==> config.mk <==
export PLATFORM = sky130hd
export DESIGN_NAME = hnm_fifo
export DESIGN_NICKNAME = d
export VERILOG_FILES = /design/src/rtl/hnm_pkg.sv /design/src/rtl/hnm_fifo.sv
export SDC_FILE = /design/constraint.sdc
export NUM_CORES = 1
export LEC_CHECK = 0
export BUFFER_PORTS_ARGS = -buffer_cell sky130_fd_sc_hd__buf_2
export CAP_MARGIN = 20
export CORE_ASPECT_RATIO = 1.2
export CORE_MARGIN = 5
export CORE_UTILIZATION = 50
export DETAILED_ROUTE_END_ITERATION = 10
export PLACE_DENSITY = 0.76
export SLEW_MARGIN = 30
export SYNTH_ARGS = -nofsm -noshare
export SYNTH_HDL_FRONTEND = slang
export SYNTH_SLANG_ARGS = --single-unit
==> constraint.sdc <==
create_clock -name clock -period 1.8 [get_ports clock]
set_clock_uncertainty 0.05 [all_clocks]
set_input_delay 0 -clock clock [delete_from_list [all_inputs] [get_ports clock]]
set_output_delay 0 -clock clock [all_outputs]
set_load 0.02 [all_outputs]
==> src/rtl/hnm_pkg.sv <==
// Shared types and constants for the height-to-normal-map block.
// No dependencies; every other file of the block but hnm_if imports this package.
package hnm_pkg;

   // Default largest row length held in the row store
   localparam int DEF_MAX_WIDTH = 1024;

   // Depth of the job queue between front and back
   localparam int QUEUE_DEPTH = 4;
   localparam int QPTR_W      = $clog2(QUEUE_DEPTH);

   // Unit length of the vertical component (1.0 as a 16-bit fraction)
   localparam logic [15:0] NORM_ONE = 16'd65535;

   // Q1.15 full scale used for the output scaling
   localparam logic [14:0] Q15_MAX = 15'd32767;

   // Configuration register indexes
   typedef enum logic [1:0] {
      REG_SRC_WIDTH     = 2'd0,
      REG_SRC_HEIGHT    = 2'd1,
      REG_SAMPLE_FORMAT = 2'd2
   } csr_reg_type;

   // Sample format codes
   localparam logic FMT_8BIT  = 1'b0;
   localparam logic FMT_16BIT = 1'b1;

   // One classified job handed from front to back
   typedef struct packed {
      logic        neg_x;
      logic        neg_z;
      logic [15:0] diff_x;
      logic [15:0] diff_z;
      logic        end_of_row;
      logic        end_of_frame;
   } job_type;

endpackage

==> src/rtl/hnm_fifo.sv <==
// Short job queue between the front and back parts.
// Depends on hnm_pkg for the job type and queue depth.
module hnm_fifo (
   input  logic             clock,
   input  logic             reset,
   input  logic             push,
   input  hnm_pkg::job_type push_data,
   input  logic             pop,
   output hnm_pkg::job_type pop_data,
   output logic             full,
   output logic             empty
);
   import hnm_pkg::*;

   job_type             slot_ff [QUEUE_DEPTH];
   logic [QPTR_W-1:0]   wr_ptr_ff;
   logic [QPTR_W-1:0]   rd_ptr_ff;
   logic [QPTR_W:0]     count_ff;

   assign full     = (count_ff == (QPTR_W+1)'(QUEUE_DEPTH));
   assign empty    = (count_ff == '0);
   assign pop_data = slot_ff[rd_ptr_ff];

   // Store payload
   always_ff @(posedge clock) begin
      if (push) begin
         slot_ff[wr_ptr_ff] <= push_data;
      end
   end

   // Advance pointers and count
   always_ff @(posedge clock) begin
      if (reset) begin
         wr_ptr_ff <= '0;
         rd_ptr_ff <= '0;
         count_ff  <= '0;
      end else begin
         if (push) begin
            wr_ptr_ff <= (wr_ptr_ff == QPTR_W'(QUEUE_DEPTH - 1)) ? '0 : wr_ptr_ff + 1'b1;
         end
         if (pop) begin
            rd_ptr_ff <= (rd_ptr_ff == QPTR_W'(QUEUE_DEPTH - 1)) ? '0 : rd_ptr_ff + 1'b1;
         end
         if (push && !pop) begin
            count_ff <= count_ff + 1'b1;
         end else if (pop && !push) begin
            count_ff <= count_ff - 1'b1;
         end
      end
   end

   a_no_overflow: assert property (@(posedge clock) disable iff (reset)
      push |-> (count_ff < (QPTR_W+1)'(QUEUE_DEPTH)))
      else $error("job queue written while full");

   a_no_underflow: assert property (@(posedge clock) disable iff (reset)
      pop |-> (count_ff != '0))
      else $error("job queue read while empty");

   a_count_up: assert property (@(posedge clock) disable iff (reset)
      (push && !pop) |=> (count_ff == $past(count_ff) + 1'b1))
      else $error("job queue count did not advance on push");

   a_bound: assert property (@(posedge clock) disable iff (reset)
      count_ff <= (QPTR_W+1)'(QUEUE_DEPTH))
      else $error("job queue count out of range");

endmodule

==> Yosys cells after proc, flatten, opt, wreduce, memory -nomap -nowiden <==
Memories as Yosys holds them, arrays and structs flattened. A register that Yosys moved wholly into a read port is not among the register bits.
Index checks and enable logic that the tools add are counted.
{ "totals": {"ram_bits": 144, "input_bits": 40, "out_inout_bits": 38, "ff_bits": 7, "elab_cells": 25, "latchBits": 0, "romBits": 0, "n_memories": 1} }
{ "mem_list": {"columns": ["memory", "depth", "word_bits", "rd", "rd_ports_with_merged_regs", "write_ports", "line", "text"], "rows": [
  ["slot_ff", 4, 36, 1, 1, 1, "hnm_fifo.sv:15", "job_type slot_ff [QUEUE_DEPTH];"]
]} }
{ "op_classes": {"reduce_logical": 6, "n_eq_ne": 3, "muxes": 8, "mul": 0, "n_shift": 0, "n_addsub": 4, "order_cmp": 0, "n_div": 0, "bitwise": 0} }
{ "ops": {"columns": ["cell", "n"], "rows": [
  ["2-to-1 mux 2 bit", 4],
  ["2-to-1 mux 3 bit", 2],
  ["adder 2 x 1 -> 2 bit (second input constant)", 2],
  ["== test 2 bit (second input constant)", 2],
  ["adder 3 x 1 -> 3 bit (second input constant)", 1],
  ["== test 3 bit (second input constant)", 1],
  ["zero test 3 bit", 1],
  ["subtractor 3 x 1 -> 3 bit (second input constant)", 1],
  ["logical AND 1 bit", 2],
  ["zero test 1 bit", 2],
  ["2-to-1 mux 1 bit", 2],
  ["nonzero test 2 bit", 1]
]} }

==> Longest topological paths before layout <==
{ "logic_depth": {"ltp_word": 4, "depth_mapped": 7} }

==> Worst setup path before layout <==
OpenSTA, ideal clock, no wires.
{ "synth_timing": {"path_type": "flip-flop to flip-flop", "from": "register wr_ptr_ff[0]", "to": "memory slot_ff[3][0] (netlist bit), enable pin", "n_path_buf": 0, "period_less_slack_ns": 1.876, "path_stages_with_launch": 3, "setup_slack_ns": -0.076, "t_arrival_ns": 1.430, "cell_sequence": "dfxtp_1 -> ha_1 -> and2_1"} }
{ "synth_rtl": {"columns": ["item", "line", "text"], "rows": [
  ["start, declared", "hnm_fifo.sv:16", "logic [QPTR_W-1:0] wr_ptr_ff;"],
  ["start signal, assigned", "hnm_fifo.sv:39", "wr_ptr_ff <= (wr_ptr_ff == QPTR_W'(QUEUE_DEPTH - 1)) ? '0 : wr_ptr_ff + 1'b1;"],
  ["end, declared", "hnm_fifo.sv:15", null]
]} }
Straight into the memory's write port.

==> flow_metrics.tcl <==
set metrics [dict create \
    synth_area_per_cell_sq_um 24.5 \
    sequential_cell_area_sq_um 4510 \
    num_rows 42 \
    worst-path-buf-inv 2 \
    overflow 0 \
    synth_fp_nets 279 \
    finalWorstPathRequiredPeriod_ps 1840 \
    cts_tree "done" \
    clk_pin_slew_worst_paths_ps 60 \
    critical-path-slowest-cell "sky130_fd_sc_hd__mux4_2" \
    area.growth.synth_to_final_pct 32.8 \
    floorplan.core_area_sq_um 11100 \
    seq_area_frac_synth_pct 79.2 \
    layout.cells.most_common "sky130_fd_sc_hd__edfxtp_1" \
    timing.critical_path.slowest_cell_delay_ps 520 \
    cts-root-to-sink-buffers 2 \
    fmaxAchievable_ghz 0.544 \
    routedWlPerCell_um 19.9 \
    clock_tree.htree_level_count 4 \
    critical_path.max_fanout 8 \
    drv.max_cap_violation_count 0 \
    vias_per_cell 5.15 \
    nFillCells 705 \
    hold_viol 0 \
    critPathCaptureType "output port" \
    horizontal_die_dimension_um 107 \
    place_worst_setup_slack_ps 263 \
    finalWorstSetupSlack_ps -38.8 \
    synth_seq_cells 153 \
    count_of_routing_violations_after_the_opening_detailed_route_iteration 121 \
    routed-via-count 2784 \
    layout.core_utilization_pct 68.2 \
    met3_track_demand_over_resource_pct 4.52 \
    power.leakage_uw 0.00266 \
    netlist_instances 232 \
    status "complete, but fails checks" \
    share_of_cells_above_drive_strength_1_pct 41.6 \
    globalRouteMet2Util_pct 28.0 \
    drtAntennaViolNets 0 \
    violated_checks "negative setup slack" \
    worstPathRequired_ps 1750 \
    floorplan.die_area_sq_um 13600 \
    critical_path.cell_chain "clkbuf_16 > mux4_2 > buf_6" \
    period_share_pct 102 \
    grt_start_max_net_pins 37 \
    drt-total-wl_um 10800 \
    final_cell_mix "sky130_fd_sc_hd__edfxtp_1 (144), sky130_fd_sc_hd__buf_2 (47), sky130_fd_sc_hd__dlygate4sd3_1 (39)" \
    timing.slew.headroom_pct 76.8 \
    chipHeight_um 127 \
    setup_viol 13 \
    numPortBuffers 77 \
    number_of_global_route_vias_before_repair 3001 \
    cts_inserted_buffers 17 \
    power.density_nw_per_um2 1150 \
    io-pin-count 78 \
    synth_warnings 0 \
    crit_family "multiplexers" \
    r2r_setup_slack_ps 250 \
    worstSetupPathType "flop to output port" \
    gp_congestion 0.700 \
    antenna_found_initial 0 \
    worst_setup_path_start_kind "flop" \
    ant_diodes 0 \
    place_hpwl_um 6180 \
    busiest_layer "met2" \
    vdd_ir_drop_max_uv 835 \
    max_slew.worst_pin.slew_ps 348 \
    finalNetCount 421 \
    clk_root_buffer_cell "sky130_fd_sc_hd__clkbuf_16" \
    clk_latency_ps 400 \
    grt_first_pass_wirelength_um 16200 \
    multi_input_area_sq_um 1060 \
    number_of_design_rule_violations_left_after_detail_routing 0 \
    number_of_distinct_library_cell_variants_in_the_gate_level_netlist_after_synthesis 20 \
    post_synth_design_cell_area_sq_um 5690 \
    grt_setup_unrepaired "true" \
    clkSinkCount 153 \
    grt_util_all_layers_pct 16.4 \
    grt_use_met1_pct 20.1 \
    worst-endpoint-arrival_ps 1790 \
    hold_path.class "primary input to flop" \
    timing.final.max_slew_violations 0 \
    firstDrtPassIters 5 \
    initial_util_pct 51.3 \
]
==> per-layer routing <==
layer	vias up	share of wire (%)
met2	71	54
met1	1439	41
met4	0	1.3
met5	-	0
li1	1259	-
met3	15	3.6
==> cell type report <==
type / instances / share of cell area, %
Timing Repair Buffer: 131 / 15.7
Multi-Input combinational cell: 67 / 14.1
Tap cell: 154 / 2.55
Inverter: 4 / 0.199
Clock inverter: 11 / 1.94
Clock buffer: 21 / 5.83
Sequential cell: 153 / 59.7
==> cells by family (layout without fill, tap and decap cells) <==
logic type | after synthesis | in the layout | share of synthesized area (%)
adders and majority gates | 7 | 7 | 1.67
AOI/OAI and AO/OA | 3 | 3 | 0.264
and+or+nand+nor | 15 | 15 | 1.36
xor gates and xnor gates | 2 | 2 | 0.308
buffers and inverters | 12 | 167 | 1.87
DFF | 153 | 153 | 79.2
muxes | 40 | 40 | 15.4
==> worst paths after layout <==
path / from / end / cells after the start
min: push_data[21] / slot_ff[2][21]$_DFFE_PP_ / 2
max reg2reg: count_ff[0]$_SDFFE_PP0P_ / count_ff[2]$_SDFFE_PP0P_ / 4
min reg2reg: count_ff[2]$_SDFFE_PP0P_ / count_ff[2]$_SDFFE_PP0P_ / 2
max: flop / pop_data[30] / 3
==> sequential cells by signal, indices dropped and copies added, names as in the netlist, named ones only <==
register   cells
count_ff       3
rd_ptr_ff      2
slot_ff      144
wr_ptr_ff      2
==> power by group <==
group	internal (uW)	switching (uW)
logic	522	504
clock network	2180	1330
registers	4070	65.8
total	6780	1900
==> per-stage QoR <==
stage	hold WS (ps)	power, uW	cell area (sq um)	setup TNS [ps]	instances
floorplan	19.1	4700	5690	0	232
global placement	160	4990	6340	0	466
detailed placement	166	5020	6340	0	466
finish	290	8680	7560	-227	541
global route	288	9000	7560	-1470	541
CTS	268	8590	7360	-713	539
==> cell usage after synthesis <==
master / count / area share [%]
sky130_fd_sc_hd__buf_12: 3 / 1.1
sky130_fd_sc_hd__mux4_2: 30 / 12
sky130_fd_sc_hd__or3_1: 1 / 0.11
sky130_fd_sc_hd__xor2_1: 2 / 0.31
sky130_fd_sc_hd__edfxtp_1: 144 / 76
sky130_fd_sc_hd__inv_1: 4 / 0.26
sky130_fd_sc_hd__fa_1: 1 / 0.35
sky130_fd_sc_hd__mux4_1: 6 / 2.8
sky130_fd_sc_hd__dfxtp_1: 9 / 3.2
sky130_fd_sc_hd__a21oi_1: 2 / 0.18
sky130_fd_sc_hd__ha_1: 6 / 1.3
sky130_fd_sc_hd__buf_2: 3 / 0.26
sky130_fd_sc_hd__clkbuf_2: 1 / 0.088
sky130_fd_sc_hd__nor2_1: 7 / 0.46
sky130_fd_sc_hd__o21ai_0: 1 / 0.088
sky130_fd_sc_hd__nor3b_1: 2 / 0.26
sky130_fd_sc_hd__buf_6: 1 / 0.20
sky130_fd_sc_hd__and2_1: 4 / 0.44
sky130_fd_sc_hd__nor3_1: 1 / 0.088
sky130_fd_sc_hd__mux2i_1: 4 / 0.70
==> what timing repair did <==
item	CTS	global route
gates resized for setup	9	58
setup buffers	1	1
endpoints found under the setup margin	31	28
hold buffers	39	0
gates cloned	1	1
hold endpoints to repair	153	0
No activity file was read; power rests on OpenSTA's default activity.
