### config.mk
export PLATFORM = sky130hd
export DESIGN_NAME = hnm_back_flat
export DESIGN_NICKNAME = d
export VERILOG_FILES = /design/src/rtl/hnm_pkg.sv /design/src/rtl/hnm_if.sv /design/src/rtl/hnm_back.sv /design/src/flat_wrapper.sv
export SDC_FILE = /design/constraint.sdc
export NUM_CORES = 2
export LEC_CHECK = 0
export BUFFER_PORTS_ARGS = -buffer_cell sky130_fd_sc_hd__buf_2
export CAP_MARGIN = 20
export CORE_ASPECT_RATIO = 1.75
export CORE_UTILIZATION = 60
export DETAILED_ROUTE_END_ITERATION = 16
export GPL_TIMING_DRIVEN = 0
export PLACE_DENSITY = 0.76
export SKIP_CTS_REPAIR_TIMING = 1
export SLEW_MARGIN = 20
export SYNTH_ARGS = -nofsm -noshare
export SYNTH_HDL_FRONTEND = slang
export SYNTH_SLANG_ARGS = --single-unit
### constraint.sdc
create_clock -name clock -period 15.45 [get_ports clock]
set_clock_uncertainty 0.2 [all_clocks]
set_input_delay 0 -clock clock [delete_from_list [all_inputs] [get_ports clock]]
set_output_delay 0 -clock clock [all_outputs]
set_load 0.05 [all_outputs]
### src/rtl/hnm_pkg.sv
// Shared types and constants for the height-to-normal-map block.
// No dependencies; every other file of the block but hnm_if imports this package.
package hnm_pkg;

   // Default largest row length held in the row store
   localparam int DEF_MAX_WIDTH = 1024;

   // Depth of the job queue between front and back
   localparam int QUEUE_DEPTH = 4;
   localparam int QPTR_W      = $clog2(QUEUE_DEPTH);

   // Unit length of the vertical component (1.0 as a 16-bit fraction)
   localparam logic [15:0] NORM_ONE = 16'd65535;

   // Q1.15 full scale used for the output scaling
   localparam logic [14:0] Q15_MAX = 15'd32767;

   // Configuration register indexes
   typedef enum logic [1:0] {
      REG_SRC_WIDTH     = 2'd0,
      REG_SRC_HEIGHT    = 2'd1,
      REG_SAMPLE_FORMAT = 2'd2
   } csr_reg_type;

   // Sample format codes
   localparam logic FMT_8BIT  = 1'b0;
   localparam logic FMT_16BIT = 1'b1;

   // One classified job handed from front to back
   typedef struct packed {
      logic        neg_x;
      logic        neg_z;
      logic [15:0] diff_x;
      logic [15:0] diff_z;
      logic        end_of_row;
      logic        end_of_frame;
   } job_type;

endpackage

### src/rtl/hnm_if.sv


interface hnm_rsp_if;
   logic               valid;
   logic               ready;
   logic signed [15:0] normal_x;
   logic signed [15:0] normal_y;
   logic signed [15:0] normal_z;
   logic               end_of_row;
   logic               end_of_frame;

   modport source (output valid, output normal_x, output normal_y, output normal_z,
                   output end_of_row, output end_of_frame, input ready);
   modport sink   (input valid, input normal_x, input normal_y, input normal_z,
                   input end_of_row, input end_of_frame, output ready);
endinterface


### src/rtl/hnm_back.sv
// Back part: scales the differences, finds the vector length and divides out each component.
// Depends on hnm_pkg and the result interface in hnm_if.
module hnm_back #(
   parameter int EW = 11
) (
   input  logic             clock,
   input  logic             reset,
   input  logic [EW-1:0]    eff_width,
   input  logic [15:0]      eff_height,
   input  logic             q_empty,
   input  hnm_pkg::job_type q_data,
   output logic             q_pop,
   hnm_rsp_if.source        rsp_ch
);
   import hnm_pkg::*;

   typedef enum logic [7:0] {
      ST_IDLE  = 8'b0000_0001,
      ST_MUL   = 8'b0000_0010,
      ST_SHIFT = 8'b0000_0100,
      ST_SQ    = 8'b0000_1000,
      ST_ROOT  = 8'b0001_0000,
      ST_DSET  = 8'b0010_0000,
      ST_DIV   = 8'b0100_0000,
      ST_DONE  = 8'b1000_0000
   } state_type;

   state_type     state_ff;
   job_type       job_ff;
   logic [31:0]   mx_ff;
   logic [31:0]   mz_ff;
   logic [29:0]   cx_ff;
   logic [29:0]   cy_ff;
   logic [29:0]   cz_ff;
   logic [59:0]   prod_ff;
   logic [61:0]   acc_ff;
   logic [61:0]   res_ff;
   logic [61:0]   bit_ff;
   logic [30:0]   len_ff;
   logic [45:0]   rem_ff;
   logic [45:0]   dvs_ff;
   logic [15:0]   quo_ff;
   logic [15:0]   qx_ff;
   logic [15:0]   qy_ff;
   logic [15:0]   qz_ff;
   logic [4:0]    cnt_ff;
   logic [1:0]    comp_ff;
   logic          out_valid_ff;

   logic [31:0]   mmax;
   logic [1:0]    shamt;
   logic [29:0]   sq_op;
   logic [29:0]   div_op;
   logic [61:0]   trial;
   logic          out_free;

   // Pick the larger scaled magnitude and its shift
   always_comb begin
      mmax  = (mx_ff > mz_ff) ? mx_ff : mz_ff;
      shamt = mmax[31] ? 2'd2 : (mmax[30] ? 2'd1 : 2'd0);
   end

   // Operand selection for the shared squarer and divider
   always_comb begin
      case (cnt_ff[1:0])
         2'd0:    sq_op = cx_ff;
         2'd1:    sq_op = cy_ff;
         default: sq_op = cz_ff;
      endcase
      case (comp_ff)
         2'd0:    div_op = cx_ff;
         2'd1:    div_op = cy_ff;
         default: div_op = cz_ff;
      endcase
   end

   assign trial    = res_ff + bit_ff;
   assign out_free = !out_valid_ff || rsp_ch.ready;
   assign q_pop    = (state_ff == ST_IDLE) && !q_empty;

   // Sequencer
   always_ff @(posedge clock) begin
      if (reset) begin
         state_ff <= ST_IDLE;
      end else begin
         unique case (state_ff)
            ST_IDLE:  if (!q_empty) state_ff <= ST_MUL;
            ST_MUL:   state_ff <= ST_SHIFT;
            ST_SHIFT: state_ff <= ST_SQ;
            ST_SQ:    if (cnt_ff == 5'd3) state_ff <= ST_ROOT;
            ST_ROOT:  if (cnt_ff == 5'd30) state_ff <= ST_DSET;
            ST_DSET:  state_ff <= ST_DIV;
            ST_DIV: begin
               if (cnt_ff == 5'd15) begin
                  state_ff <= (comp_ff == 2'd2) ? ST_DONE : ST_DSET;
               end
            end
            ST_DONE:  if (out_free) state_ff <= ST_IDLE;
            default:  state_ff <= ST_IDLE;
         endcase
      end
   end

   // Datapath
   always_ff @(posedge clock) begin
      unique case (state_ff)
         ST_IDLE: begin
            job_ff <= q_data;
         end
         ST_MUL: begin
            mx_ff <= 32'(job_ff.diff_x * eff_width);
            mz_ff <= 32'(job_ff.diff_z * eff_height);
         end
         ST_SHIFT: begin
            cx_ff  <= 30'(mx_ff >> shamt);
            cy_ff  <= 30'({16'd0, NORM_ONE} >> shamt);
            cz_ff  <= 30'(mz_ff >> shamt);
            cnt_ff <= '0;
            acc_ff <= '0;
         end
         ST_SQ: begin
            // Square one component a cycle, accumulate it in the next cycle
            prod_ff <= sq_op * sq_op;
            if (cnt_ff != '0) begin
               acc_ff <= acc_ff + 62'(prod_ff);
            end
            if (cnt_ff == 5'd3) begin
               cnt_ff <= '0;
               res_ff <= '0;
               bit_ff <= 62'd1 << 60;
            end else begin
               cnt_ff <= cnt_ff + 5'd1;
            end
         end
         ST_ROOT: begin
            // One result bit per cycle
            if (acc_ff >= trial) begin
               acc_ff <= acc_ff - trial;
               res_ff <= (res_ff >> 1) + bit_ff;
            end else begin
               res_ff <= res_ff >> 1;
            end
            bit_ff <= bit_ff >> 2;
            if (cnt_ff == 5'd30) begin
               len_ff  <= (acc_ff >= trial) ? 31'((res_ff >> 1) + bit_ff) : 31'(res_ff >> 1);
               comp_ff <= 2'd0;
            end
            cnt_ff <= cnt_ff + 5'd1;
         end
         ST_DSET: begin
            rem_ff <= 46'(div_op * Q15_MAX) + 46'(len_ff >> 1);
            dvs_ff <= 46'(len_ff) << 15;
            quo_ff <= '0;
            cnt_ff <= '0;
         end
         ST_DIV: begin
            // One quotient bit per cycle
            if (rem_ff >= dvs_ff) begin
               rem_ff <= rem_ff - dvs_ff;
               quo_ff <= {quo_ff[14:0], 1'b1};
            end else begin
               quo_ff <= {quo_ff[14:0], 1'b0};
            end
            dvs_ff <= dvs_ff >> 1;
            cnt_ff <= cnt_ff + 5'd1;
            if (cnt_ff == 5'd15) begin
               case (comp_ff)
                  2'd0:    qx_ff <= {quo_ff[14:0], rem_ff >= dvs_ff};
                  2'd1:    qy_ff <= {quo_ff[14:0], rem_ff >= dvs_ff};
                  default: qz_ff <= {quo_ff[14:0], rem_ff >= dvs_ff};
               endcase
               comp_ff <= comp_ff + 2'd1;
            end
         end
         ST_DONE: ;
         default: ;
      endcase
   end

   // Output register
   always_ff @(posedge clock) begin
      if (reset) begin
         out_valid_ff <= 1'b0;
      end else if (state_ff == ST_DONE && out_free) begin
         out_valid_ff <= 1'b1;
      end else if (rsp_ch.ready) begin
         out_valid_ff <= 1'b0;
      end
   end

   always_ff @(posedge clock) begin
      if (state_ff == ST_DONE && out_free) begin
         rsp_ch.normal_x     <= job_ff.neg_x ? 16'(~qx_ff + 16'd1) : qx_ff;
         rsp_ch.normal_y     <= qy_ff;
         rsp_ch.normal_z     <= job_ff.neg_z ? 16'(~qz_ff + 16'd1) : qz_ff;
         rsp_ch.end_of_row   <= job_ff.end_of_row;
         rsp_ch.end_of_frame <= job_ff.end_of_frame;
      end
   end

   assign rsp_ch.valid = out_valid_ff;

endmodule

### src/flat_wrapper.sv
// flat-port wrapper written by rule: the top's interface ports become plain ports
module hnm_back_flat import hnm_pkg::*;
#(
   parameter int EW = 11
)
  (clock, reset, eff_width, eff_height, q_empty, q_data, q_pop, rsp_ch_valid, rsp_ch_normal_x, rsp_ch_normal_y, rsp_ch_normal_z, rsp_ch_end_of_row, rsp_ch_end_of_frame, rsp_ch_ready);
  hnm_rsp_if rsp_ch_i ();
  input  logic clock;
  input  logic reset;
  input  logic [EW-1:0] eff_width;
  input  logic [15:0] eff_height;
  input  logic q_empty;
  input  hnm_pkg::job_type q_data;
  output logic q_pop;
  output wire logic [$bits(rsp_ch_i.valid)-1:0] rsp_ch_valid;
  output wire logic [$bits(rsp_ch_i.normal_x)-1:0] rsp_ch_normal_x;
  output wire logic [$bits(rsp_ch_i.normal_y)-1:0] rsp_ch_normal_y;
  output wire logic [$bits(rsp_ch_i.normal_z)-1:0] rsp_ch_normal_z;
  output wire logic [$bits(rsp_ch_i.end_of_row)-1:0] rsp_ch_end_of_row;
  output wire logic [$bits(rsp_ch_i.end_of_frame)-1:0] rsp_ch_end_of_frame;
  input wire logic [$bits(rsp_ch_i.ready)-1:0] rsp_ch_ready;
  assign rsp_ch_valid = rsp_ch_i.valid;
  assign rsp_ch_normal_x = rsp_ch_i.normal_x;
  assign rsp_ch_normal_y = rsp_ch_i.normal_y;
  assign rsp_ch_normal_z = rsp_ch_i.normal_z;
  assign rsp_ch_end_of_row = rsp_ch_i.end_of_row;
  assign rsp_ch_end_of_frame = rsp_ch_i.end_of_frame;
  assign rsp_ch_i.ready = rsp_ch_ready;
  hnm_back #(.EW(EW)) u_core (.clock(clock), .reset(reset), .eff_width(eff_width), .eff_height(eff_height), .q_empty(q_empty), .q_data(q_data), .q_pop(q_pop), .rsp_ch(rsp_ch_i));
endmodule
# Yosys cells after proc, flatten, opt, wreduce, memory -nomap -nowiden
# Index checks and enable logic that the tools add are counted.
[word_totals]
reg_bits = 683
elab_cells = 137
output_inout_bits = 52
[op_classes]
multipliers = 4
order_cmp = 3
shift = 3
muxes = 35
bitwise_logic = 3
add_sub_neg = 10
n_eq_ne = 22
n_reduce_logical = 26
[ops]
columns = ["operator", "count"]
rows = [
  ["62-bit two-way mux", 5],
  ["62-bit one-hot mux with 2 select lines", 2],
  ["62-bit one-hot mux with 3 select lines", 1],
  ["46-bit one-hot mux with 2 select lines", 2],
  ["30-bit one-hot mux with 2 select lines", 2],
  ["8-bit one-hot mux with 8 select lines", 1],
  ["61-bit by 62-bit adder with 62-bit output", 1],
  ["62-bit by 60-bit adder with 62-bit output", 1],
  ["62-bit adder", 1],
  ["62-bit greater-or-equal comparator", 1],
  ["62-bit subtractor", 1],
  ["30-bit by 30-bit multiplier with 60-bit output", 1],
  ["8-bit two-way mux", 6],
  ["45-bit by 30-bit adder with 46-bit output", 1],
  ["46-bit greater-or-equal comparator", 1],
  ["46-bit two-way mux", 1],
  ["46-bit subtractor", 1],
  ["30-bit by 15-bit multiplier with 45-bit output, second input constant", 1],
  ["16-bit by 1-bit adder with 16-bit output, second input constant", 2],
  ["27-bit by 32-bit > comparator with 1-bit output", 1],
  ["16-bit by 16-bit multiplier with 32-bit output", 1],
  ["16-bit two-way mux", 2],
  ["32-bit two-way mux", 1],
  ["16-bit NOT", 2],
  ["other kinds (40)", 67],
]

# Longest topological paths before layout
[logic_depth]
ltp_word = 5
ltp_mapped = 39

# Least setup slack after synthesis
# Ideal clock, no wire load.
[synth_path]
kind = "reg2reg"
startpoint = "reg u_core.state_ff[4]"
endpoint = "reg u_core.acc_ff[0] (enable)"
synth_period_minus_slack_ps = 9435
n_path_buf = 0
required_time_ps = 14731
setup_slack_ps = 6015
stages_incl_launch_ff = 6
t_arrival_ps = 8716
cell_sequence = "dfxtp_1 -> nor4_1 -> nand2_1 -> nor3b_1 -> a211oi_1 -> a31oi_1"
[synth_via]
elab_chain_cells = 3
word_cells_on_any_way = 7
classes_between = "eq/ne (5); reduce/logical (2)"
[synth_rtl]
columns = ["item", "line", "rtl"]
rows = [
  ["start, declared", "hnm_back.sv:28", "state_type state_ff;"],
  ["start signal, assigned", "hnm_back.sv:95", "state_ff <= (comp_ff == 2'd2) ? ST_DONE : ST_DSET;"],
  ["8-bit by 5-bit equality test with 1-bit output, or another cell as far along", "hnm_back.sv:106", "unique case (state_ff)"],
  ["2-bit by 1-bit != test with 1-bit output (no line) / 3-bit nonzero test (equally long branches)", "n/a", ""],
  ["3-bit AND reduction (no line) (*)", "n/a", ""],
  ["end signal, assigned", "hnm_back.sv:125", "acc_ff <= acc_ff + 62'(prod_ff);"],
  ["end signal, assigned", "hnm_back.sv:138", "acc_ff <= acc_ff - trial;"],
  ["end, declared", "hnm_back.sv:36", "logic [61:0] acc_ff;"],
]
# Mark *: on every way between the ends. The rest lies on a longest branch, timed or not.
# A chain may end at the register's enable or synchronous reset.

# Worst setup path in the final report
[layout_path]
startpoint = "reg u_core.cnt_ff[1]"
endpoint = "reg u_core.prod_ff[45], data pin"
[layout_via]
elab_chain_cells = 3
word_cells_on_any_way = 4
classes_between = "mul (1); eq/ne (1); mux (1); reduce/logical (1)"
[layout_rtl]
columns = ["item", "line", "rtl"]
rows = [
  ["start, declared", "hnm_back.sv:46", "logic [4:0] cnt_ff;"],
  ["start signal, assigned", "hnm_back.sv:132", "cnt_ff <= cnt_ff + 5'd1;"],
  ["start signal, assigned", "hnm_back.sv:148", "cnt_ff <= cnt_ff + 5'd1;"],
  ["start signal, assigned", "hnm_back.sv:165", "cnt_ff <= cnt_ff + 5'd1;"],
  ["2-bit by 1-bit equality test with 1-bit output / 2-bit zero test (equally long branches)", "hnm_back.sv:65", "case (cnt_ff[1:0])"],
  ["30-bit one-hot mux with 2 select lines (*)", "hnm_back.sv:65", ""],
  ["30-bit by 30-bit multiplier with 60-bit output (*)", "hnm_back.sv:123", "prod_ff <= sq_op * sq_op;"],
  ["end signal, assigned", "hnm_back.sv:123", ""],
  ["end, declared", "hnm_back.sv:35", "logic [59:0] prod_ff;"],
]
# Marked as above.

==> run metrics <==
result of the run finished with violations; failing checks negative hold slack; number of CTS-inserted buffers 61; DRT antenna net count 0; Post-Route WL 269 mm; netlist area before placement 0.0865 mm2; Net Count, Synth 11200; post-synthesis sequential area ratio between 20 and 25%; starting density of the core 60.3%; syn_area_per_cell 9.56 um2; count of input and output buffers 118; kind of cell with the highest combined delay on the critical path adder cells; Tot GR Track Use between 30 and 40%; maximum cell stage delay along the critical path 0.95 ns; endpoint kind of the worst setup timing path register; TritonCTS clock tree built; worst-margin pin slew approximately 1.3 ns; placement-stage cell area 0.0900 mm2; kind of launch point of the worst setup path register; count of endpoints failing hold in the final timing report 2; RSZ-0062 raised after global routing false; critical path class reg -> reg; area of the placeable core 0.143 mm2; dominant synthesized flop cell sky130_fd_sc_hd__edfxtp_1; CP Max Fanout 10; maximum number of pins on one net before global-route repair just over 60; I/O pins 119; maximum clock frequency 79.4 MHz; standard-cell rows 184; antenna violations before repair 13; commonest non-fill, non-tap cell in the layout sky130_fd_sc_hd__inv_1; Final Slew Violations 0; number of remaining DRC errors 0; final clock period utilization by the worst path 81.5%; number of H-tree branching levels 2; ratio of routed vias to standard cells 5.96; Min Clock Period, post-route 12.59 ns; worst hold margin -0.0402 ns; CP dominant cell by count sky130_fd_sc_hd__fa_1; Final TNS setup 0 ns; endpoint arrival time on the critical path 12.82 ns; CTS Buffer Depth 3; count of yosys warnings during synthesis 0; full die area 0.146 mm2; highest-count cells in the layout ignoring fill and taps sky130_fd_sc_hd__inv_1 (1719), sky130_fd_sc_hd__fa_1 (1269), sky130_fd_sc_hd__nand2_1 (938); Buf+Inv Stages, Crit Path 10; required arrival time at the worst endpoint 15.68 ns; remaining max-slew budget at the tightest pin 14.9%; fraction of layout cells with a size suffix above 1 4.21%; final-report setup violation count 0; global placer's final weighted congestion roughly 1.1; reported max-cap violation count 0; slowest cell on the critical path sky130_fd_sc_hd__a211oi_1; iteration-0 DRC count of the detailed router 4708; vias after detailed routing roughly 67000; EDFF count, synth 612; buffer type at the clock tree root sky130_fd_sc_hd__clkbuf_16; Die X-Extent ~290 um; Post-Syn Instances 9045; Unique masters post-synth 93; Clock Pin Slew Worst Setup and Hold Paths about 0.060 ns; Final Cell Area 0.0929 mm2; total of flip-flops plus latches after synthesis 621; DP Wirelength 224 mm; nets 11400; FFs w/ async S/R, synth 0%; Min-Delay Path Class in -> reg; vias in the first global route 71100; drt wl/cell approximately 24 um; clock insertion delay at the later pin of the skew report 0.76 ns; vertical die dimension between 500 and 600 um; number of search-and-repair iterations in the first detailed-routing pass 7; clk sinks around 620; first-pass GRT wire length 408 mm; total congestion overflow 0; area growth from synthesis to final layout 7.33%
==> path summary, 6_finish.rpt <==
kind,startpoint,end,slack (ns),cells after the start
max reg2reg,u_core.cnt_ff[1],u_core.prod_ff[45],2.86,33
min,eff_width[10],u_core.mx_ff[26],-0.04,5
max,u_core.cnt_ff[1],u_core.prod_ff[45],2.86,33
min reg2reg,u_core.qy_ff[8],u_core.rsp_ch.normal_y[8],0.20,0
==> metal layers <==
layer  track usage (%)  wire, um  vias to the layer above
met5                 0        43                        -
met4              32.6     29200                        8
met3              5.84     16000                     1161
met2              65.9    136000                     2788
met1              38.5     87700                    33100
li1                  -         -                    30000
==> metrics by stage <==
stage	std cells	util [%]	setup slack [ns]	hold WS, ns
finish	11200	64.7	2.86	-0.0402
global route	11200	64.7	2.55	-0.00162
CTS	11200	64.1	3.14	-0.813
detailed placement	11000	62.7	3.20	-0.0214
global placement	11000	62.4	2.67	-0.0236
floorplan	9045	-	6.02	-0.131
==> cell type report <==
cell class | instances | area, um2
diodes | 7 | 17.5
plain buffers | 329 | 1320
clock buffers | 74 | 1590
clock inverters | 41 | 430
fillers | 11800 | 50600
inverters | 1731 | 6500
multi-input cells | 6364 | 60300
flip-flops and latches | 621 | 18600
well taps | 1860 | 2330
repair buffers | 221 | 1810
==> cell usage after synthesis (10+ instances only) <==
library cell               number  area share (%)
sky130_fd_sc_hd__nand3_1       78            0.45
sky130_fd_sc_hd__a211oi_1      45            0.39
sky130_fd_sc_hd__mux2i_1       64            0.74
sky130_fd_sc_hd__or2_2         12           0.087
sky130_fd_sc_hd__a31o_2        28            0.28
sky130_fd_sc_hd__o22ai_1       56            0.40
sky130_fd_sc_hd__a211o_1       19            0.19
sky130_fd_sc_hd__nor2b_1       84            0.61
sky130_fd_sc_hd__and4_1        15            0.15
sky130_fd_sc_hd__fa_1        1269              29
sky130_fd_sc_hd__o211ai_1      19            0.16
sky130_fd_sc_hd__o21ai_0      339             2.0
sky130_fd_sc_hd__a21oi_1      417             2.4
sky130_fd_sc_hd__nor3_1        73            0.42
sky130_fd_sc_hd__buf_1         20           0.087
sky130_fd_sc_hd__a21o_1       225             2.0
sky130_fd_sc_hd__nand2_1      939             4.1
sky130_fd_sc_hd__a31oi_1       86            0.62
sky130_fd_sc_hd__xnor2_1      248             2.5
sky130_fd_sc_hd__o21bai_1      73            0.63
sky130_fd_sc_hd__a22o_1        15            0.15
sky130_fd_sc_hd__a211oi_2      23            0.33
sky130_fd_sc_hd__and2_1       246             1.8
sky130_fd_sc_hd__nand3b_1      10           0.087
sky130_fd_sc_hd__xor2_1       185             1.9
sky130_fd_sc_hd__o21ai_1       24            0.14
sky130_fd_sc_hd__o21a_1        56            0.49
sky130_fd_sc_hd__ha_1         771              11
sky130_fd_sc_hd__and3_1        56            0.40
sky130_fd_sc_hd__nand4_1       84            0.61
sky130_fd_sc_hd__nor2_1       492             2.1
sky130_fd_sc_hd__o31ai_1       34            0.30
sky130_fd_sc_hd__inv_1       1721             7.5
sky130_fd_sc_hd__clkbuf_1     290             1.3
sky130_fd_sc_hd__edfxtp_1     612              21
sky130_fd_sc_hd__o31a_1        13            0.13
sky130_fd_sc_hd__or3_1         38            0.27
sky130_fd_sc_hd__a21boi_0      12            0.10
sky130_fd_sc_hd__nand2b_1      68            0.49
==> registers in the layout, indices dropped and copies added (netlist names), 27 cells and up <==
signal	count
u_core.acc_ff	62
u_core.res_ff	62
u_core.prod_ff	59
u_core.dvs_ff	46
u_core.rem_ff	46
u_core.job_ff	36
u_core.mz_ff	32
u_core.bit_ff	31
u_core.len_ff	31
u_core.cz_ff	30
u_core.cx_ff	27
u_core.mx_ff	27
==> worst reg2reg max path, delay by kind of cell, from the launching register on <==
family | cells | cell delay, ns
AO/OA/AOI/OAI | 10 | 3.43
XOR/XNOR | 1 | 0.16
adder cells (fa/ha/maj) | 10 | 4.59
buffers and inverters | 10 | 2.85
flip-flops | 1 | 0.66
AND/OR/NAND/NOR | 2 | 0.39
==> kinds of logic (layout without fill, tap and decap cells) <==
kind of cell	Yosys count	in the layout	share of synthesized area (%)
flip-flops	621	621	21.5
multiplexers	73	73	0.892
other	1	8	0.00433
AO/OA/AOI/OAI	1589	1589	11.9
AND/OR/NAND/NOR	2228	2228	11.9
XOR/XNOR	433	433	4.38
adder cells (fa/ha/maj)	2040	2040	40.5
buffers and inverters	2060	2396	9.01
Power is not shown: default switching activity piles up to over one toggle a cycle in this logic, so the estimate is an artifact.
